===== config.mk =====
export PLATFORM = sky130hd
export DESIGN_NAME = kbsrp_decode
export DESIGN_NICKNAME = d
export VERILOG_FILES = /design/src/rtl/kbsrp_pkg.sv /design/src/rtl/kbsrp_decode.sv
export SDC_FILE = /design/constraint.sdc
export NUM_CORES = 1
export LEC_CHECK = 0
export BUFFER_PORTS_ARGS = -buffer_cell sky130_fd_sc_hd__buf_2
export CORE_MARGIN = 5
export CORE_UTILIZATION = 43
export DETAILED_ROUTE_END_ITERATION = 6
export GPL_TIMING_DRIVEN = 0
export PLACE_DENSITY = 0.95
export SLEW_MARGIN = 20
export SYNTH_ARGS = -nofsm -noshare
export SYNTH_HDL_FRONTEND = slang
export SYNTH_SLANG_ARGS = --single-unit

===== constraint.sdc =====
create_clock -name vclk -period 3.6
set_clock_uncertainty 0.15 [all_clocks]
set_input_delay 0 -clock vclk [all_inputs]
set_output_delay 0 -clock vclk [all_outputs]
set_load 0.005 [all_outputs]

===== src/rtl/kbsrp_pkg.sv =====
// ----------------------------------------------------------------------------
// kbsrp_pkg: shared types and constants for the key bit store
// Command and status codes, payload structs, the decode record and the
// word mask helpers used by the range parity walk.
// ----------------------------------------------------------------------------
package kbsrp_pkg;

	localparam int KEY_WORDS_DEF = 256;
	localparam int WORD_BITS     = 64;
	localparam int LEN_W         = 15;

	localparam logic [63:0] ALL_ONES = 64'hffff_ffff_ffff_ffff;
	localparam logic [LEN_W-1:0] KEY_LENGTH_RST = 15'd16384;

	// Command codes.
	localparam logic [2:0] CMD_LOAD   = 3'd0;
	localparam logic [2:0] CMD_READ   = 3'd1;
	localparam logic [2:0] CMD_SET    = 3'd2;
	localparam logic [2:0] CMD_FLIP   = 3'd3;
	localparam logic [2:0] CMD_PARITY = 3'd4;

	// Status codes.
	localparam logic [1:0] ST_OK       = 2'd0;
	localparam logic [1:0] ST_RANGE    = 2'd1;
	localparam logic [1:0] ST_REVERSED = 2'd2;

	typedef struct packed {
		logic [2:0]  command;
		logic [13:0] bit_index;
		logic [13:0] range_end;
		logic        new_bit;
		logic [7:0]  word_index;
		logic [63:0] word_data;
	} item_t;

	typedef struct packed {
		logic       bit_out;
		logic       parity_out;
		logic [1:0] status;
	} result_t;

	// Outcome of decoding one command against the current key length.
	typedef struct packed {
		logic        immediate;  // result is known at transfer time
		logic        load;       // write load_data to the addressed word
		logic [1:0]  status;
		logic [63:0] load_data;
	} dec_t;

	// Keeps the bits at positions >= pos.
	function automatic logic [63:0] low_mask(input logic [5:0] pos);
		return ALL_ONES << pos;
	endfunction

	// Keeps the bits at positions <= pos.
	function automatic logic [63:0] high_mask(input logic [5:0] pos);
		return ALL_ONES >> (6'd63 - pos);
	endfunction

endpackage


===== src/rtl/kbsrp_decode.sv =====
// ----------------------------------------------------------------------------
// kbsrp_decode: command decode and bounds checks
// Saturates the key length to the store size, checks indexes and ranges,
// and builds the masked word for a load.
// ----------------------------------------------------------------------------
module kbsrp_decode #(
	parameter int KEY_WORDS = kbsrp_pkg::KEY_WORDS_DEF
) (
	input  kbsrp_pkg::item_t                  item,
	input  logic [kbsrp_pkg::LEN_W-1:0]       key_length,
	output kbsrp_pkg::dec_t                   dec
);

	localparam int CAP = KEY_WORDS * kbsrp_pkg::WORD_BITS;

	logic [kbsrp_pkg::LEN_W-1:0] eff_len;
	logic [kbsrp_pkg::LEN_W-1:0] start_x;
	logic [kbsrp_pkg::LEN_W-1:0] end_x;
	logic [kbsrp_pkg::LEN_W-1:0] base;
	logic [kbsrp_pkg::LEN_W-1:0] remain;
	logic [63:0]                 lmask;

	always_comb begin
		eff_len = (32'(key_length) > CAP) ? kbsrp_pkg::LEN_W'(CAP) : key_length;
		start_x = {1'b0, item.bit_index};
		end_x   = {1'b0, item.range_end};
		base    = {1'b0, item.word_index, 6'd0};
		remain  = eff_len - base;
		lmask   = (remain < 15'd64) ? ~(kbsrp_pkg::ALL_ONES << remain[5:0])
		                            : kbsrp_pkg::ALL_ONES;
	end

	always_comb begin
		dec.immediate = 1'b1;
		dec.load      = 1'b0;
		dec.status    = kbsrp_pkg::ST_OK;
		dec.load_data = item.word_data & lmask;
		unique case (item.command) inside
			kbsrp_pkg::CMD_LOAD: begin
				if (base >= eff_len) begin
					dec.status = kbsrp_pkg::ST_RANGE;
				end else begin
					dec.load = 1'b1;
				end
			end
			kbsrp_pkg::CMD_READ, kbsrp_pkg::CMD_SET, kbsrp_pkg::CMD_FLIP: begin
				if (start_x >= eff_len) begin
					dec.status = kbsrp_pkg::ST_RANGE;
				end else begin
					dec.immediate = 1'b0;
				end
			end
			kbsrp_pkg::CMD_PARITY: begin
				if (start_x >= eff_len || end_x >= eff_len) begin
					dec.status = kbsrp_pkg::ST_RANGE;
				end else if (end_x < start_x) begin
					dec.status = kbsrp_pkg::ST_REVERSED;
				end else begin
					dec.immediate = 1'b0;
				end
			end
			default: begin
				dec.immediate = 1'b1;
			end
		endcase
	end

endmodule


==> results by group <==
GRT
  – Initial antenna violation count: 0
  – Largest net degree at the start of global routing: 20
  – First-pass GRT wire length: 16600 µm
  – Vias in the first global route: 3723
  – All-Layer GR Usage: 26.4%
  – Busiest grt layer: met2
  – Global route overflow: 0
  – Met1 usage in global routing: 32.9%
  – Met2 Use GR: 47.4%
  – Met3 global-route usage: 2.76%

Die
  – Core ar.: 5610 µm²
  – Io pins: 187
  – Die width: 86.6 µm
  – Site row count: 27
  – Chip Height: 86.6 µm
  – Initial Util: 45.0%
  – Die area: 7490 µm²

Timing
  – Setup TNS: 0 ns
  – Setup violators final: 0
  – Fin worst setup slack: 0.206 ns
  – Hold slack final: 0.120 ns
  – Fmax: 295 MHz
  – Relative slew margins: 49.0%
  – Slew @ Worst Pin: 0.746 ns
  – Clock period minus final worst setup slack: 3.39 ns
  – Final Max Tran Viols: 0
  – Period utilisation layout: 94.3%
  – Final Hold Viols: 0

Logic synthesis
  – Syn Nets: 556
  – Post-Syn Area: 2520 µm²
  – Syn Inst Count: 386
  – Top cell type by total area after synthesis: ha_1
  – Sequential element share of the synthesized area: 0%
  – Yosys Warn Count: 0
  – Top post-synthesis cells by count: 50 x ha_1, 41 x inv_1, 38 x a21oi_1, 37 x o21a_1, 36 x nor2_1
  – Netlist cell types: 40
  – Avg Inst Size Synth: 6.53 µm²
  – Yosys top cell area share: 24.8%
  – Synth area leaders: ha_1 25%, o21a_1 11%, a21oi_1 7.5%
  – Count leader, synth: ha_1

Run status
  – Status: complete, no violations

Routing
  – Drt wl/cell: 16.6 µm
  – Initial DRT Pass Iterations: 5
  – Total Wirelength: 10700 µm
  – DRC viols: 0
  – Number of antenna-violating nets in the routed design: 0
  – First DRT Iteration DRCs: 175
  – Via density: 5.69
  – Detailed-route via count: 3650

Power
  – Max IR drop VDD: 0.0587 mV
  – Pwr Density: 114 nW/µm²
  – Leakage: 1.94 nW
  – Pwr Total: 406 µW

Setup path
  – Crit path max fanout: 19
  – Critical Path RT: 3.45 ns
  – Critical Path Most Common Cell: buf_2
  – Crit path kind: in -> out
  – Critical path launch point type: input pin
  – Largest stage delay on the critical path: 0.41 ns
  – Crit path DAT: 3.24 ns
  – Worst path cell trace: buf_2 > inv_1 > clkbuf_4 > nand2_1 > ha_1 > fa_1 > nand2b_1 > a211oi_1 > nor3_1 > xnor2_1 > or3_1 > buf_2 > o31a_1 > buf_2
  – CP max stage cell: or3_1
  – Critical Path Sink Type: output port

Final layout
  – Layout Cells excl Fill: 642
  – Ant diodes: 0
  – Fraction of layout cells with a size suffix above 1: 34.6%
  – FF+latch count: 0
  – Fin nets: 742
  – Register area: 0 µm²
  – Final core utilization: 63.5%
  – Clock Buffer Count: 0
  – Cell area after layout: 3560 µm²
  – Area Overhead vs Synth: 41.2%

Place
  – Placed cell area: 3540 µm²
  – DP Wirelength: 9160 µm
  – GPL Wtd Cong: 0.884
  – Dpl cells: 643
  – PortBufs: 185
  – Pre-CTS setup slack: -0.642 ns

Flow run
  – Max-cap viol count: 0

Clock network
  – Post-CTS setup buffer count: 0
  – Cts hold-fix bufs: 0

Min path
  – Hold WC Path Type: in -> out
==> worst max-delay path: cells and delay by family <==
kind | cells | cell delay [ns]
fa+ha+maj | 2 | 0.66
compound gates | 2 | 0.60
buf+inv | 5 | 0.87
simple gates | 4 | 0.90
xor+xnor | 1 | 0.21
==> logic make-up after synthesis <==
kind of cell             synth area share, %
AND/OR/NAND/NOR                         24.1
AO/OA/AOI/OAI                           38.4
buffers and inverters                   10.1
adder cells (fa/ha/maj)                 25.6
XOR/XNOR                                1.04
multiplexers                           0.794
==> final timing paths <==
check / startpoint / depth (start not counted) / slack, ns / end
worst max-delay path: key_length[14] / 14 / 0.21 / dec[22]
worst min-delay path: item[35] / 3 / 0.12 / dec[35]
==> repair_timing <==
item | 4_1_cts | 5_1_grt
gates resized for setup | 4 | 4
cloned | 0 | 0
setup endpoints to repair | 64 | 22
==> report_power, final <==
part | internal (mW) | switching, mW
Clock | 0 | 0
Combinational | 0.189 | 0.218
Sequential | 0 | 0
Total | 0.189 | 0.218
==> cell usage in the layout (no fill, tap or decap), types with 4 or more instances in the layout <==
| master | count |
|---|---|
| nand2_1 | 33 |
| and2_1 | 5 |
| nand4_1 | 7 |
| nor2_1 | 36 |
| o31a_1 | 13 |
| a21boi_0 | 14 |
| a31oi_1 | 6 |
| buf_2 | 187 |
| a21oi_1 | 38 |
| nor3_1 | 10 |
| o21a_1 | 37 |
| ha_1 | 50 |
| buf_6 | 4 |
| nand3_1 | 6 |
| and3_1 | 5 |
| nor2b_1 | 7 |
| a21o_1 | 6 |
| o21ai_0 | 14 |
| nand2b_1 | 7 |
| clkbuf_1 | 9 |
| inv_1 | 41 |
==> per-layer routing <==
layer | part of all wire [%] | vias to the layer above
met5 | 0 | -
met4 | 1.9 | 0
met3 | 8.6 | 24
met2 | 49 | 207
met1 | 40 | 1656
li1 | - | 1763
==> layout make-up <==
cell class / count / area, µm²
plain buffers: 17 / 101
fillers: 531 / 2050
inverters: 41 / 154
multi-input cells: 327 / 2290
well taps: 72 / 90.1
repair buffers: 185 / 926
(Power assumes the default switching activity.)
